===== config.mk =====
export PLATFORM = sky130hd
export DESIGN_NAME = i2c_rtc_register_master_unit
export DESIGN_NICKNAME = d
export VERILOG_FILES = /design/src/i2crtc_pkg.sv /design/src/i2crtc_cfg.sv /design/src/i2crtc_engine.sv /design/src/i2c_rtc_register_master_unit.sv
export SDC_FILE = /design/constraint.sdc
export NUM_CORES = 1
export LEC_CHECK = 0
export BUFFER_PORTS_ARGS = -buffer_cell sky130_fd_sc_hd__buf_2
export CAP_MARGIN = 20
export CORE_AREA = 4 4 149 151
export CTS_CLUSTER_DIAMETER = 80
export DETAILED_ROUTE_END_ITERATION = 8
export DIE_AREA = 0 0 153 155
export GPL_ROUTABILITY_DRIVEN = 0
export REMOVE_ABC_BUFFERS = 1
export SLEW_MARGIN = 30
export SYNTH_ARGS = -nofsm -noshare
export SYNTH_HDL_FRONTEND = slang
export SYNTH_SLANG_ARGS = --single-unit

===== constraint.sdc =====
create_clock -name clk -period 6.2 [get_ports clk]
set_clock_uncertainty 0.05 [all_clocks]
set_input_delay 0.62 -clock clk [delete_from_list [all_inputs] [get_ports clk]]
set_output_delay 0.62 -clock clk [all_outputs]
set_load 0.005 [all_outputs]

===== src/i2crtc_pkg.sv =====
// ----------------------------------------------------------------------------
// i2crtc_pkg: shared types and helpers for the I2C RTC register master
// Item layouts, bus phase and element codes, register reset values, and the
// BCD conversion helpers.
// ----------------------------------------------------------------------------
`default_nettype none

package i2crtc_pkg;

  localparam int unsigned CfgAddrWidth = 4;

  localparam logic [6:0] DevAddrReset  = 7'd104;
  localparam logic [7:0] HourRegReset  = 8'd2;
  localparam logic [7:0] HourMaskReset = 8'h3f;

  typedef enum logic [2:0] {
    OP_TICK       = 3'd0,
    OP_WRITE_RAW  = 3'd1,
    OP_WRITE_TIME = 3'd2,
    OP_READ_TIME  = 3'd3,
    OP_READ_RAW   = 3'd4
  } op_t;

  typedef enum logic [3:0] {
    PH_IDLE = 4'd0,
    PH_S0   = 4'd1,
    PH_S1   = 4'd2,
    PH_S2   = 4'd3,
    PH_TL   = 4'd4,
    PH_TH   = 4'd5,
    PH_AL   = 4'd6,
    PH_AH   = 4'd7,
    PH_RL   = 4'd8,
    PH_RH   = 4'd9,
    PH_NL   = 4'd10,
    PH_NH   = 4'd11,
    PH_R0   = 4'd12,
    PH_P0   = 4'd13,
    PH_P1   = 4'd14,
    PH_P2   = 4'd15
  } phase_t;

  typedef enum logic [2:0] {
    EL_TXW    = 3'd0,
    EL_TXREG  = 3'd1,
    EL_TXDATA = 3'd2,
    EL_TXR    = 3'd3,
    EL_RSTART = 3'd4,
    EL_RX     = 3'd5,
    EL_STOP   = 3'd6
  } elem_t;

  typedef struct packed {
    logic [2:0] op;
    logic [7:0] reg_address;
    logic [7:0] data_value;
    logic       sda_in;
  } cmd_t;

  typedef struct packed {
    logic       scl_out;
    logic       sda_out;
    logic       busy_res;
    logic       done_res;
    logic       status;
    logic [7:0] read_value;
  } res_t;

  typedef struct packed {
    logic [6:0] dev_addr;
    logic [7:0] hour_reg;
    logic [7:0] hour_mask;
  } cfg_t;

  // Bus element to run at a given step of a transaction.
  function automatic elem_t elem_at(input logic [2:0] cmd, input logic [2:0] stage);
    elem_t e;
    e = EL_STOP;
    case (cmd)
      OP_WRITE_RAW, OP_WRITE_TIME: begin
        case (stage)
          3'd0:    e = EL_TXW;
          3'd1:    e = EL_TXREG;
          3'd2:    e = EL_TXDATA;
          default: e = EL_STOP;
        endcase
      end
      OP_READ_TIME: begin
        case (stage)
          3'd0:    e = EL_TXW;
          3'd1:    e = EL_TXREG;
          3'd2:    e = EL_RSTART;
          3'd3:    e = EL_TXR;
          3'd4:    e = EL_RX;
          default: e = EL_STOP;
        endcase
      end
      OP_READ_RAW: begin
        case (stage)
          3'd0:    e = EL_TXR;
          3'd1:    e = EL_RX;
          default: e = EL_STOP;
        endcase
      end
      default: e = EL_STOP;
    endcase
    return e;
  endfunction

  // Binary modulo 100 to two BCD digits; tens by reciprocal multiply (205/2048).
  function automatic logic [7:0] to_bcd(input logic [7:0] v);
    logic [6:0]  m;
    logic [14:0] prod;
    logic [3:0]  tens;
    logic [3:0]  ones;
    if (v >= 8'd200) begin
      m = 7'(v - 8'd200);
    end else if (v >= 8'd100) begin
      m = 7'(v - 8'd100);
    end else begin
      m = v[6:0];
    end
    prod = 15'(m) * 15'd205;
    tens = prod[14:11];
    ones = 4'(m - 7'({3'b000, tens} * 7'd10));
    return {tens, ones};
  endfunction

  function automatic logic [7:0] from_bcd(input logic [7:0] v);
    return 8'({4'b0000, v[7:4]} * 8'd10 + {4'b0000, v[3:0]});
  endfunction

endpackage

`default_nettype wire


===== src/i2crtc_cfg.sv =====
// ----------------------------------------------------------------------------
// i2crtc_cfg: configuration registers
// APB-style slave holding device address, hour register index and hour mask.
// ----------------------------------------------------------------------------
`default_nettype none

module i2crtc_cfg (
  input  wire logic                               clk,
  input  wire logic                               rst,
  input  wire logic                               psel,
  input  wire logic                               penable,
  input  wire logic                               pwrite,
  input  wire logic [i2crtc_pkg::CfgAddrWidth-1:0] paddr,
  input  wire logic [31:0]                        pwdata,
  output logic      [31:0]                        prdata,
  output logic                                    pready,
  output i2crtc_pkg::cfg_t                        cfg
);

  localparam logic [1:0] RegDevAddr  = 2'd0;
  localparam logic [1:0] RegHourReg  = 2'd1;
  localparam logic [1:0] RegHourMask = 2'd2;

  logic [1:0] index;
  logic       wr_en;

  assign index  = paddr[3:2];
  assign pready = 1'b1;
  assign wr_en  = psel && penable && pwrite;

  always_ff @(posedge clk) begin
    if (rst) begin
      cfg.dev_addr  <= i2crtc_pkg::DevAddrReset;
      cfg.hour_reg  <= i2crtc_pkg::HourRegReset;
      cfg.hour_mask <= i2crtc_pkg::HourMaskReset;
    end else if (wr_en) begin
      unique case (index)
        RegDevAddr:  cfg.dev_addr  <= pwdata[6:0];
        RegHourReg:  cfg.hour_reg  <= pwdata[7:0];
        RegHourMask: cfg.hour_mask <= pwdata[7:0];
        default: ;
      endcase
    end
  end

  always_comb begin
    unique case (index)
      RegDevAddr:  prdata = {25'd0, cfg.dev_addr};
      RegHourReg:  prdata = {24'd0, cfg.hour_reg};
      RegHourMask: prdata = {24'd0, cfg.hour_mask};
      default:     prdata = 32'd0;
    endcase
  end

endmodule

`default_nettype wire


===== src/i2crtc_engine.sv =====
// ----------------------------------------------------------------------------
// i2crtc_engine: bus phase sequencer
// Holds the transaction state and advances it by one item per step, giving
// the line levels and completion result for that item.
// ----------------------------------------------------------------------------
`default_nettype none

module i2crtc_engine (
  input  wire logic              clk,
  input  wire logic              rst,
  input  wire logic              step,
  input  wire i2crtc_pkg::cmd_t  item,
  input  wire i2crtc_pkg::cfg_t  cfg,
  output i2crtc_pkg::res_t       result
);

  i2crtc_pkg::phase_t phase, phase_next;
  logic [3:0] bit_count, bit_count_next;
  logic [7:0] shift_byte, shift_byte_next;
  logic [2:0] latched_command, latched_command_next;
  logic [7:0] latched_register, latched_register_next;
  logic [7:0] latched_data, latched_data_next;
  logic       ack_seen, ack_seen_next;
  logic [2:0] stage, stage_next;
  logic       last_scl, last_scl_next;
  logic       last_sda, last_sda_next;

  always_ff @(posedge clk) begin
    if (rst) begin
      phase            <= i2crtc_pkg::PH_IDLE;
      bit_count        <= '0;
      shift_byte       <= '0;
      latched_command  <= '0;
      latched_register <= '0;
      latched_data     <= '0;
      ack_seen         <= 1'b0;
      stage            <= '0;
      last_scl         <= 1'b1;
      last_sda         <= 1'b1;
    end else if (step) begin
      phase            <= phase_next;
      bit_count        <= bit_count_next;
      shift_byte       <= shift_byte_next;
      latched_command  <= latched_command_next;
      latched_register <= latched_register_next;
      latched_data     <= latched_data_next;
      ack_seen         <= ack_seen_next;
      stage            <= stage_next;
      last_scl         <= last_scl_next;
      last_sda         <= last_sda_next;
    end
  end

  always_comb begin
    logic               busy;
    logic               take_next;
    logic               scl_o;
    logic               sda_o;
    logic               done;
    logic               stat;
    logic [7:0]         val;
    i2crtc_pkg::elem_t  el;

    phase_next            = phase;
    bit_count_next        = bit_count;
    shift_byte_next       = shift_byte;
    latched_command_next  = latched_command;
    latched_register_next = latched_register;
    latched_data_next     = latched_data;
    ack_seen_next         = ack_seen;
    stage_next            = stage;
    last_scl_next         = last_scl;
    last_sda_next         = last_sda;
    take_next             = 1'b0;
    done                  = 1'b0;
    stat                  = 1'b0;
    val                   = 8'd0;
    busy                  = (phase != i2crtc_pkg::PH_IDLE);
    scl_o                 = last_scl;
    sda_o                 = last_sda;

    case (item.op) inside
      i2crtc_pkg::OP_TICK: begin
        unique case (phase)
          i2crtc_pkg::PH_S0: begin
            scl_o = 1'b1; sda_o = 1'b1; phase_next = i2crtc_pkg::PH_S1;
          end
          i2crtc_pkg::PH_S1: begin
            scl_o = 1'b1; sda_o = 1'b0; phase_next = i2crtc_pkg::PH_S2;
          end
          i2crtc_pkg::PH_S2: begin
            scl_o = 1'b0; sda_o = 1'b0; take_next = 1'b1;
          end
          i2crtc_pkg::PH_TL: begin
            scl_o = 1'b0; sda_o = shift_byte[7]; phase_next = i2crtc_pkg::PH_TH;
          end
          i2crtc_pkg::PH_TH: begin
            scl_o = 1'b1; sda_o = shift_byte[7];
            shift_byte_next = {shift_byte[6:0], 1'b0};
            bit_count_next  = 4'(bit_count + 4'd1);
            phase_next = (bit_count_next >= 4'd8) ? i2crtc_pkg::PH_AL : i2crtc_pkg::PH_TL;
          end
          i2crtc_pkg::PH_AL: begin
            scl_o = 1'b0; sda_o = 1'b1; phase_next = i2crtc_pkg::PH_AH;
          end
          i2crtc_pkg::PH_AH: begin
            scl_o = 1'b1; sda_o = 1'b1;
            ack_seen_next = !item.sda_in;
            // abort with a STOP on NACK
            if (!item.sda_in) begin
              take_next = 1'b1;
            end else begin
              phase_next = i2crtc_pkg::PH_P0;
            end
          end
          i2crtc_pkg::PH_RL: begin
            scl_o = 1'b0; sda_o = 1'b1; phase_next = i2crtc_pkg::PH_RH;
          end
          i2crtc_pkg::PH_RH: begin
            scl_o = 1'b1; sda_o = 1'b1;
            shift_byte_next = {shift_byte[6:0], item.sda_in};
            bit_count_next  = 4'(bit_count + 4'd1);
            phase_next = (bit_count_next >= 4'd8) ? i2crtc_pkg::PH_NL : i2crtc_pkg::PH_RL;
          end
          i2crtc_pkg::PH_NL: begin
            scl_o = 1'b0; sda_o = 1'b1; phase_next = i2crtc_pkg::PH_NH;
          end
          i2crtc_pkg::PH_NH: begin
            scl_o = 1'b1; sda_o = 1'b1; take_next = 1'b1;
          end
          i2crtc_pkg::PH_R0: begin
            scl_o = 1'b0; sda_o = 1'b1; phase_next = i2crtc_pkg::PH_S0;
          end
          i2crtc_pkg::PH_P0: begin
            scl_o = 1'b0; sda_o = 1'b0; phase_next = i2crtc_pkg::PH_P1;
          end
          i2crtc_pkg::PH_P1: begin
            scl_o = 1'b1; sda_o = 1'b0; phase_next = i2crtc_pkg::PH_P2;
          end
          i2crtc_pkg::PH_P2: begin
            scl_o = 1'b1; sda_o = 1'b1; done = 1'b1;
            stat  = !ack_seen;
            if (ack_seen && (latched_command == i2crtc_pkg::OP_READ_TIME)) begin
              val = i2crtc_pkg::from_bcd((latched_register == cfg.hour_reg) ?
                                         (shift_byte & cfg.hour_mask) : shift_byte);
            end else if (ack_seen && (latched_command == i2crtc_pkg::OP_READ_RAW)) begin
              val = shift_byte;
            end
            phase_next = i2crtc_pkg::PH_IDLE;
          end
          i2crtc_pkg::PH_IDLE: begin
            scl_o = 1'b1; sda_o = 1'b1;
          end
        endcase
        last_scl_next = scl_o;
        last_sda_next = sda_o;
      end
      i2crtc_pkg::OP_WRITE_RAW, i2crtc_pkg::OP_WRITE_TIME,
      i2crtc_pkg::OP_READ_TIME, i2crtc_pkg::OP_READ_RAW: begin
        if (!busy) begin
          latched_command_next  = item.op;
          latched_register_next = item.reg_address;
          latched_data_next     = (item.op == i2crtc_pkg::OP_WRITE_TIME) ?
                                  i2crtc_pkg::to_bcd(item.data_value) : item.data_value;
          stage_next      = '0;
          bit_count_next  = '0;
          shift_byte_next = '0;
          ack_seen_next   = 1'b0;
          phase_next      = i2crtc_pkg::PH_S0;
          last_scl_next   = 1'b1;
          last_sda_next   = 1'b1;
          scl_o = 1'b1; sda_o = 1'b1;
        end
      end
      default: begin
        if (!busy) begin
          last_scl_next = 1'b1;
          last_sda_next = 1'b1;
          scl_o = 1'b1; sda_o = 1'b1;
        end
      end
    endcase

    // load the next bus element of the transaction
    el = i2crtc_pkg::elem_at(latched_command, stage);
    if (take_next) begin
      if (stage < 3'd5) begin
        stage_next = 3'(stage + 3'd1);
      end
      bit_count_next = '0;
      case (el)
        i2crtc_pkg::EL_TXW: begin
          shift_byte_next = {cfg.dev_addr, 1'b0};
          phase_next = i2crtc_pkg::PH_TL;
        end
        i2crtc_pkg::EL_TXR: begin
          shift_byte_next = {cfg.dev_addr, 1'b1};
          phase_next = i2crtc_pkg::PH_TL;
        end
        i2crtc_pkg::EL_TXREG: begin
          shift_byte_next = latched_register;
          phase_next = i2crtc_pkg::PH_TL;
        end
        i2crtc_pkg::EL_TXDATA: begin
          shift_byte_next = latched_data;
          phase_next = i2crtc_pkg::PH_TL;
        end
        i2crtc_pkg::EL_RSTART: phase_next = i2crtc_pkg::PH_R0;
        i2crtc_pkg::EL_RX: begin
          shift_byte_next = '0;
          phase_next = i2crtc_pkg::PH_RL;
        end
        default: phase_next = i2crtc_pkg::PH_P0;
      endcase
    end

    result.scl_out    = scl_o;
    result.sda_out    = sda_o;
    result.busy_res   = (phase_next != i2crtc_pkg::PH_IDLE);
    result.done_res   = done;
    result.status     = stat;
    result.read_value = val;
  end

endmodule

`default_nettype wire


===== src/i2c_rtc_register_master_unit.sv =====
// ----------------------------------------------------------------------------
// i2c_rtc_register_master_unit: I2C register master for a real-time clock
// Commands start register transactions; tick items step the bus one phase.
// ----------------------------------------------------------------------------
//   channel | direction | handshake              | payload
//   cmd     | in        | cmd_valid / cmd_stall  | op, reg_address, data_value, sda_in
//   res     | out       | res_valid / res_stall  | scl_out, sda_out, busy_res, done_res,
//           |           |                        | status, read_value
//   apb     | in        | psel/penable, pready=1 | device_address, hour_register, hour_mask
//
// One item per cycle sustained while res is not stalled; each accepted item
// passes through the input register, then the sequencer step into the result
// register, where its result is valid.
// The sequencer steps only when the result register is free or being taken.
// A stall on res holds the result and, one stage back, stalls cmd.
// Synchronous reset returns the bus to idle with both lines released.
// ----------------------------------------------------------------------------
`default_nettype none

module i2c_rtc_register_master_unit (
  input  wire logic                               clk,
  input  wire logic                               rst,
  input  wire logic                               cmd_valid,
  output logic                                    cmd_stall,
  input  wire i2crtc_pkg::cmd_t                   cmd,
  output logic                                    res_valid,
  input  wire logic                               res_stall,
  output i2crtc_pkg::res_t                        res,
  input  wire logic                               psel,
  input  wire logic                               penable,
  input  wire logic                               pwrite,
  input  wire logic [i2crtc_pkg::CfgAddrWidth-1:0] paddr,
  input  wire logic [31:0]                        pwdata,
  output logic      [31:0]                        prdata,
  output logic                                    pready
);

  i2crtc_pkg::cfg_t cfg;
  i2crtc_pkg::cmd_t item;
  i2crtc_pkg::res_t step_res;
  logic             item_valid;
  logic             advance;
  logic             step;
  logic             cmd_accept;

  assign advance    = !res_valid || !res_stall;
  assign step       = item_valid && advance;
  assign cmd_stall  = item_valid && !advance;
  assign cmd_accept = cmd_valid && !cmd_stall;

  always_ff @(posedge clk) begin
    if (rst) begin
      item_valid <= 1'b0;
      res_valid  <= 1'b0;
    end else begin
      if (cmd_accept) begin
        item_valid <= 1'b1;
      end else if (advance) begin
        item_valid <= 1'b0;
      end
      if (advance) begin
        res_valid <= item_valid;
      end
    end
  end

  always_ff @(posedge clk) begin
    if (cmd_accept) begin
      item <= cmd;
    end
    if (step) begin
      res <= step_res;
    end
  end

  i2crtc_cfg u_cfg (
    .clk     (clk),
    .rst     (rst),
    .psel    (psel),
    .penable (penable),
    .pwrite  (pwrite),
    .paddr   (paddr),
    .pwdata  (pwdata),
    .prdata  (prdata),
    .pready  (pready),
    .cfg     (cfg)
  );

  i2crtc_engine u_engine (
    .clk    (clk),
    .rst    (rst),
    .step   (step),
    .item   (item),
    .cfg    (cfg),
    .result (step_res)
  );

endmodule

`default_nettype wire


==> results of run 1 <==
layout make-up:
type | count | share of cell area
timing repair buffer | 91 | 0.07111
inverter | 48 | 0.02376
clock inverter | 7 | 0.01056
sequential | 99 | 0.3049
clock buffer | 9 | 0.02970
tap | 275 | 0.04537
multi-input combinational | 545 | 0.5146
per-layer routing:
metal | vias up | global-route usage | routed length, um
met5 | - | 0 | 0
met1 | 2489 | 0.1795 | 7406
li1 | 2701 | - | -
met2 | 136 | 0.2110 | 7231
met3 | 17 | 0.02809 | 736
met4 | 0 | 0.03140 | 209
worst max-delay path, delay by kind of cell, from the launching register on:
kind                       cells  cell delay (ns)
DFF                            1             0.40
buffers and inverters          7             0.67
xor gates and xnor gates       5             0.90
adders and majority gates      8             2.66
AOI/OAI and AO/OA              7             1.03
and+or+nand+nor                1             0.06
where the power goes:
group	internal (mW)	switching (mW)	total [mW]
logic	0.338	0.372	0.710
registers	0.693	0.0204	0.713
clock network	0.287	0.276	0.563
total	1.32	0.669	1.99
cells by family after synthesis:
kind of cell / Yosys count / share of synthesized area
buffers and inverters: 106 / 0.07748
AND/OR/NAND/NOR: 205 / 0.1454
other: 2 / 0.001143
XOR/XNOR: 29 / 0.04359
AO/OA/AOI/OAI: 189 / 0.1963
adder cells (fa/ha/maj): 64 / 0.1340
multiplexers: 33 / 0.05026
flip-flops: 99 / 0.3518
placed cells by master, fill, tap and decap left out, types with 11 or more instances in the layout:
cell	instances
mux2i_1	33
buf_4	31
edfxtp_1	33
nand2_1	80
a22oi_1	21
xor2_1	15
nand3_1	15
dfxtp_1	66
ha_1	49
a211oi_1	15
inv_1	47
o21ai_0	30
conb_1	25
xnor2_1	11
a21oi_1	51
buf_2	59
nor2_1	55
through the flow:
step           cell area, um2  std cells
3_5_place_dp             7179       1053
3_3_place_gp             7174       1053
6_report                 7584       1074
4_1_cts                  7485       1069
5_1_grt                  7584       1074
2_1_floorplan            6330        692
registers in the layout, summed over array words and instances, names as in the netlist:
signal,cells
u_engine.phase,4
u_engine.last_scl,1
res,13
u_cfg.cfg,23
u_engine.latched_data,8
u_engine.latched_command,3
u_engine.last_sda,1
item_valid,1
item,20
u_engine.stage,3
u_engine.ack_seen,1
u_engine.bit_count,4
res_valid,1
u_engine.shift_byte,8
u_engine.latched_register,8
worst max path at each step:
stage	endpoint	slack [ns]	from
after floorplan	u_engine.latched_data[3]	0.44	item[3]
after global placement	u_engine.latched_data[3]	0.14	item[4]
after detailed placement	u_engine.latched_data[3]	0.07	item[3]
after CTS	u_engine.latched_data[3]	0.05	item[3]
after global routing	u_engine.latched_data[3]	-0.10	item[4]
final	u_engine.latched_data[3]	0.29	item[4]
what timing repair did:
item,CTS,global route
setup buffers,0,5
endpoints found under the setup margin,0,2
gates resized for setup,0,17
==> results_dict.tcl, run 1 <==
set metrics [dict create \
    drt-pass1-iter-count 5 \
    first_global_vias 5051 \
    synth_cell_types 69 \
    coreArea_um2 20820 \
    end_kind "register" \
    synth_top_cell_by_area "dfxtp_1" \
    synth_area_um2 6573 \
    syn_area_per_cell_um2 9.041 \
    final_util 0.3642 \
    crit_fanout 3 \
    r2r_slack_ns 0.29 \
    yosys-top-cells-area "dfxtp_1, edfxtp_1, ha_1, mux2i_1, nand2_1" \
    worstHoldPathType "in2reg" \
    synthArstFlopShare 0 \
    total_power_mw 1.987 \
    p_per_area_nw_per_um2 262.0 \
    areaGrowthSynthToFinish_pct 15.38 \
    worstHoldEndpoint "item[6]" \
    status "finished clean" \
    cts_sinks 99 \
    ir_worst_vdd_mv 0.2001 \
    n_fill_cell 2175 \
    syn_inst 727 \
    wl_per_cell_um 14.51 \
    portBuffers 59 \
    r2r_start "item[4]" \
    initial_core_util 0.3156 \
    die_y_um 155 \
    h-tree-depth 3 \
    post-synth-top-count-cell "nand2_1" \
    setup-tns-final_ns 0 \
    tightest_slew_ns 0.9121 \
    drv_slew 0 \
    ys_seq_area_frac 0.3518 \
    drt_iter0_drc 344 \
    period_needed_ns 5.912 \
    io_pins 111 \
    synth_edf_count 33 \
    diodes 0 \
    path_clk_slew_ns 0.07 \
    remaining_drc_errors 0 \
    hold_ws_ns 0.3815 \
    rr_endpoint "u_engine.latched_data[3]" \
    ant_nets 0 \
    finalSetupViolations 0 \
    hold_viol 0 \
    drive_gt1_frac 0.1702 \
    crit_type "reg2reg" \
    cts_made_buffers 9 \
    wl_mm 15.58 \
    vias 5343 \
    ys_warn_count 0 \
    clk-insertion-delay-late_ns 0.36 \
    rows 53 \
    post-place-ws_ns 0.07180 \
    dp_hpwl_mm 11.82 \
    die-area_um2 23720 \
    arrival_ns 6.09 \
    grt.overflow.total 0 \
    p_leak_nw 3.114 \
    crit_path_start_kind "register" \
    antenna_found_initial 0 \
    worstHoldStart "cmd[6]" \
    via_per_inst 4.975 \
    fmax_mhz 169.1 \
    max-clock-path-buffers 2 \
    synthTopCellsByCount "nand2_1, dfxtp_1, nor2_1" \
    root_buffer "clkbuf_16" \
    nets 920 \
    grt_first_pass_wirelength_mm 25.43 \
    cts_tree "yes" \
    slew_headroom 0.3912 \
    fin_ws_ns 0.2878 \
    grt_max_degree 27 \
    post-synth-top-area-fraction 0.2010 \
    min_period_over_period 0.9536 \
    reg2reg_depth 28 \
    slowest_delay_ns 0.50 \
    critical_path.most_common_cell "inv_1" \
    dieWidth_um 153 \
    ctsHoldBuffers 0 \
    holdPathStages 1 \
    synth_top_flop_cell "dfxtp_1" \
    critical_path_required_ns 6.38 \
    grt_usage 0.1305 \
    cp_slowest_cell "fa_1" \
    synth-seq-cells 99 \
    multi_input_area_um2 3902 \
    seqCellArea_um2 2312 \
    maxCapViolations 0 \
]
Power figures use the tool's default switching activity.
==> run 2, diff against run 1 <==
--- a/config.mk
+++ b/config.mk
@@ -5,6 +5,7 @@
 export SDC_FILE = /design/constraint.sdc
 export NUM_CORES = 1
 export LEC_CHECK = 0
+export ABC_AREA = 1
 export BUFFER_PORTS_ARGS = -buffer_cell sky130_fd_sc_hd__buf_2
 export CAP_MARGIN = 20
 export CORE_AREA = 4 4 149 151
==> results_dict.tcl, run 2 <==
set metrics [dict create \
    yosys-top-cells-area "dfxtp_1, edfxtp_1, ha_1, nand2_1, inv_1" \
    setup-tns-final_ns 0 \
    critPathTopFamily "adder cells" \
    slowest_delay_ns 0.44 \
    drive_gt1_frac 0.1450 \
    drt_iter0_drc 361 \
    r2r_slack_ns 0.59 \
    dieWidth_um 153 \
    status "finished clean" \
    largestRegisters "u_cfg.cfg x23, item x20, res x13" \
    syn_inst 853 \
    grt_usage 0.1284 \
    max-clock-path-buffers 2 \
    p_sw_mw 0.6970 \
    via_per_inst 4.654 \
    post-synth-top-count-cell "nand2_1" \
    synth_top_cell_by_area "dfxtp_1" \
    synth_area_um2 6605 \
    r2r_start "item[3]" \
    maxCapViolations 0 \
    grt.overflow.total 0 \
    clkPwrFrac 0.291 \
    cp_slowest_cell "fa_1" \
    wl_mm 15.39 \
    worstHoldEndpoint "item[11]" \
    critical_path.most_common_cell "nand2_1" \
    cts_tree "yes" \
    areaGrowthSynthToFinish_pct 12.35 \
    grt_first_pass_wirelength_mm 25.31 \
    slew_headroom 0.4409 \
    final_util 0.3564 \
    root_buffer "clkbuf_16" \
    die_y_um 155 \
    crit_type "reg2reg" \
    final_cell_mix "nand2_1, inv_1, nor2_1" \
    h-tree-depth 3 \
    cp.depth 38 \
    ant_nets 0 \
    rows 53 \
    diodes 0 \
    remaining_drc_errors 0 \
    holdPathStages 1 \
    rr_endpoint "u_engine.latched_data[3]" \
    end_kind "register" \
    p_seq_frac 0.359 \
    min_period_over_period 0.9050 \
    synthTopCellsByCount "nand2_1, inv_1, nor2_1" \
    drt-pass1-iter-count 5 \
    ys_warn_count 0 \
    dp_hpwl_mm 12.01 \
    regMostFlops "u_cfg.cfg" \
    post-synth-top-area-fraction 0.2000 \
    internal-power_mw 1.293 \
    total_power_mw 1.990 \
    io_pins 111 \
    synthArstFlopShare 0 \
    p_comb_frac 0.350 \
    p_per_area_nw_per_um2 268.2 \
    portBuffers 59 \
    placed_cell_area_um2 7081 \
    antenna_found_initial 0 \
    drv_slew 0 \
    crit_fanout 7 \
    initial_core_util 0.3172 \
    ys_seq_area_frac 0.3501 \
    largest_reg_flops 23 \
    reg2reg_depth 38 \
    first_global_vias 5199 \
    period_needed_ns 5.611 \
    cts_made_buffers 9 \
    critPathBufInv 9 \
    wl_per_cell_um 12.91 \
    p_sw_frac 0.3502 \
    rsz0062_at_grt "false" \
    clk-insertion-delay-late_ns 0.35 \
    arrival_ns 5.84 \
    path_clk_slew_ns 0.07 \
    vias 5547 \
    cts_sinks 99 \
    fmax_mhz 178.2 \
    fin_area_um2 7421 \
    synth_top_flop_cell "dfxtp_1" \
    critical_path_required_ns 6.43 \
    final_common_cell "nand2_1" \
    nets 1038 \
    synth_cell_types 50 \
    tightest_slew_ns 0.8377 \
    p_leak_nw 3.375 \
    worstHoldStart "cmd[11]" \
    worstHoldPathType "in2reg" \
    syn_area_per_cell_um2 7.743 \
    synth_edf_count 33 \
    ctsHoldBuffers 0 \
    crit_path_start_kind "register" \
    coreArea_um2 20820 \
    grt_max_degree 42 \
    die-area_um2 23720 \
    finalSetupViolations 0 \
    synth-seq-cells 99 \
    ir_worst_vdd_mv 0.1821 \
    hold_viol 0 \
]
run 2: cell count changes after synthesis, moves of 21 or more:
| cell | previous run | this run |
|---|---|---|
| a22oi_1 | 21 | 0 |
| mux2i_1 | 33 | 2 |
| inv_1 | 48 | 114 |
| nor2_1 | 55 | 83 |
| nand2_1 | 80 | 160 |
| nand3_1 | 15 | 51 |
run 2: worst reg2reg max path: cells and delay by family (launching register included):
family / cells / cell delay, ns
adder cells (fa/ha/maj): 8 / 2.50
AND/OR/NAND/NOR: 17 / 1.36
buffers and inverters: 9 / 0.61
flip-flops: 1 / 0.43
AO/OA/AOI/OAI: 3 / 0.40
XOR/XNOR: 1 / 0.17
run 2: layer usage:
metal  share of wire  track usage  up-vias
met5               0            0        -
met4           0.015      0.03564        0
met3           0.042      0.01892       18
met2            0.46       0.2099      126
met1            0.48       0.1780     2518
li1                -            -     2885
run 2: how the worst max path moves through the flow:
stage,from,end,slack [ns]
4_1_cts,item[4],u_engine.latched_data[3],0.32
3_3_place_gp,item[3],u_engine.latched_data[3],0.41
3_5_place_dp,item[4],u_engine.latched_data[3],0.33
6_report,item[3],u_engine.latched_data[3],0.59
5_1_grt,item[3],u_engine.latched_data[3],0.04
2_1_floorplan,item[4],u_engine.latched_data[3],0.88
run 2: power groups by stage:
stage	clock, mW	combinational, mW	sequential [mW]
4_1_cts	0.593	0.699	0.716
3_3_place_gp	0	0.689	0.730
5_1_grt	0.622	0.814	0.718
3_5_place_dp	0	0.693	0.730
6_report	0.579	0.697	0.715
2_1_floorplan	0	0.533	0.725
run 2: repair_timing:
item	CTS	global route
endpoints found under the setup margin	0	1
gates resized for setup	0	4
setup buffers	0	3
run 2: layout make-up:
class	instances	area, um2
inverters	120	450.4
repair buffers	64	332.8
fillers	2242	13400
flip-flops and latches	99	2312
well taps	275	344.1
multi-input cells	618	3677
clock inverters	5	61.31
clock buffers	11	242.7
run 2: logic make-up after synthesis:
kind of cell,share of synthesized area
buffers and inverters,0.1084
xor gates and xnor gates,0.02633
other,0.001137
AOI/OAI and AO/OA,0.1466
adders and majority gates,0.1318
muxes,0.003031
and+or+nand+nor,0.2326
DFF,0.3501
run 2: through the flow:
step / worst slack, ns / hold WS, ns / instances
floorplan: 0.8818 / 0.3843 / 837
global placement: 0.4057 / 0.4070 / 1173
detailed placement: 0.3336 / 0.4090 / 1173
CTS: 0.3197 / 0.3801 / 1189
global route: 0.03793 / 0.3789 / 1192
finish: 0.5888 / 0.3895 / 1192
==> run 3, diff against run 2 <==
==> constraint.sdc (replaced) <==
create_clock -name clk -period 6.3 [get_ports clk]
set_clock_uncertainty 0.05 [all_clocks]
set_input_delay 0.63 -clock clk [delete_from_list [all_inputs] [get_ports clk]]
set_output_delay 0.63 -clock clk [all_outputs]
set_load 0.005 [all_outputs]
==> results_dict.tcl, run 3 (synthesis results as in run 2) <==
set metrics [dict create \
    rows 53 \
    worstHoldPathType "in2reg" \
    crit_path_start_kind "register" \
    wl_per_cell_um 13.03 \
    period_needed_ns 5.707 \
    regMostFlops "u_cfg.cfg" \
    ir_worst_vdd_mv 0.1583 \
    drt-pass1-iter-count 5 \
    critPathTopFamily "adder cells" \
    coreArea_um2 20820 \
    root_buffer "clkbuf_16" \
    setup-tns-final_ns 0 \
    final_util 0.3549 \
    io_pins 111 \
    slew_headroom 0.4630 \
    critical_path_required_ns 6.53 \
    cts_tree "yes" \
    fmax_mhz 175.2 \
    slowest_delay_ns 0.46 \
    vias 5535 \
    critPathBufInv 9 \
    arrival_ns 5.94 \
    diodes 0 \
    rsz0062_at_grt "false" \
    grt_first_pass_wirelength_mm 25.66 \
    path_clk_slew_ns 0.07 \
    drive_gt1_frac 0.1441 \
    grt.overflow.total 0 \
    final_cell_mix "nand2_1, inv_1, nor2_1" \
    multi_input_area_um2 3677 \
    grt_usage 0.1310 \
    critical_path.most_common_cell "nand2_1" \
    h-tree-depth 3 \
    post-place-ws_ns 0.3750 \
    dp_hpwl_mm 12.06 \
    largest_reg_flops 23 \
    cts_sinks 99 \
    fin_ws_ns 0.5927 \
    nets 1037 \
    crit_fanout 7 \
    status "finished clean" \
    finalSetupViolations 0 \
    p_leak_nw 3.356 \
    clk-insertion-delay-late_ns 0.35 \
    p_per_area_nw_per_um2 260.5 \
    drt_iter0_drc 418 \
    final_common_cell "nand2_1" \
    n_fill_cell 2217 \
    max-clock-path-buffers 2 \
    crit_type "reg2reg" \
    maxCapViolations 0 \
    drv_slew 0 \
    via_per_inst 4.647 \
    first_global_vias 5193 \
    end_kind "register" \
    hold_viol 0 \
    die-area_um2 23720 \
    portBuffers 59 \
    dieWidth_um 153 \
    antenna_found_initial 0 \
    die_y_um 155 \
    wl_mm 15.52 \
    initial_core_util 0.3172 \
    remaining_drc_errors 0 \
    seqCellArea_um2 2312 \
    cp_slowest_cell "edfxtp_1" \
    tightest_slew_ns 0.8047 \
    cts_made_buffers 9 \
    ant_nets 0 \
    areaGrowthSynthToFinish_pct 11.90 \
    largestRegisters "u_cfg.cfg x23, item x20, res x13" \
    min_period_over_period 0.9059 \
    grt_max_degree 42 \
]
==> run 3: worst paths after layout <==
check	startpoint	endpoint	slack, ns	cells past startpoint
max	item[4]	u_engine.latched_data[3]	0.59	38
max reg2reg	item[4]	u_engine.latched_data[3]	0.59	38
min	cmd[15]	item[15]	0.40	1
min reg2reg	u_engine.latched_data[4]	u_engine.latched_data[4]	0.43	2
==> run 3: worst reg2reg max path: cells and delay by family (launching register included) <==
| kind | cells | cell delay (ns) |
|---|---|---|
| adders and majority gates | 8 | 2.55 |
| and+or+nand+nor | 17 | 1.34 |
| buffers and inverters | 9 | 0.65 |
| DFF | 1 | 0.46 |
| AOI/OAI and AO/OA | 3 | 0.42 |
| xor gates and xnor gates | 1 | 0.17 |
==> run 3: report_power, final <==
part           internal (mW)  switching, mW  leakage (nW)
logic                  0.266          0.425          2.37
registers              0.685         0.0186         0.853
clock network          0.281          0.249         0.136
==> run 3: layout make-up <==
type / instances / share of cell area
Clock buffer: 11 / 0.03284
Timing Repair Buffer: 63 / 0.04402
Clock inverter: 5 / 0.005248
Multi-Input combinational cell: 618 / 0.4975
Inverter: 120 / 0.06094
Tap cell: 275 / 0.04655
Sequential cell: 99 / 0.3128
==> run 3: through the flow <==
step / total power, mW / area [um2] / instances / hold slack (ns)
after floorplan: 1.238 / 6426 / 837 / 0.3843
after detailed placement: 1.401 / 7081 / 1173 / 0.4108
after global placement: 1.396 / 7081 / 1173 / 0.4070
final: 1.925 / 7391 / 1191 / 0.4029
after CTS: 1.939 / 7362 / 1189 / 0.3890
after global routing: 2.088 / 7391 / 1191 / 0.3905
==> run 3: per-layer routing <==
layer / vias up / routed length [um] / track usage / part of all wire
met5: - / 0 / 0 / 0
met4: 0 / 193 / 0.04031 / 0.012
met3: 10 / 540 / 0.02142 / 0.035
met2: 107 / 7237 / 0.2135 / 0.47
met1: 2537 / 7554 / 0.1794 / 0.49
li1: 2881 / - / - / -
==> run 3: timing repair <==
action / 4_1_cts / 5_1_grt
resized for setup: 0 / 4
endpoints found under the hold margin: 0 / 0
setup endpoints to repair: 0 / 1
hold buffers: 0 / 0
setup buffers: 0 / 2
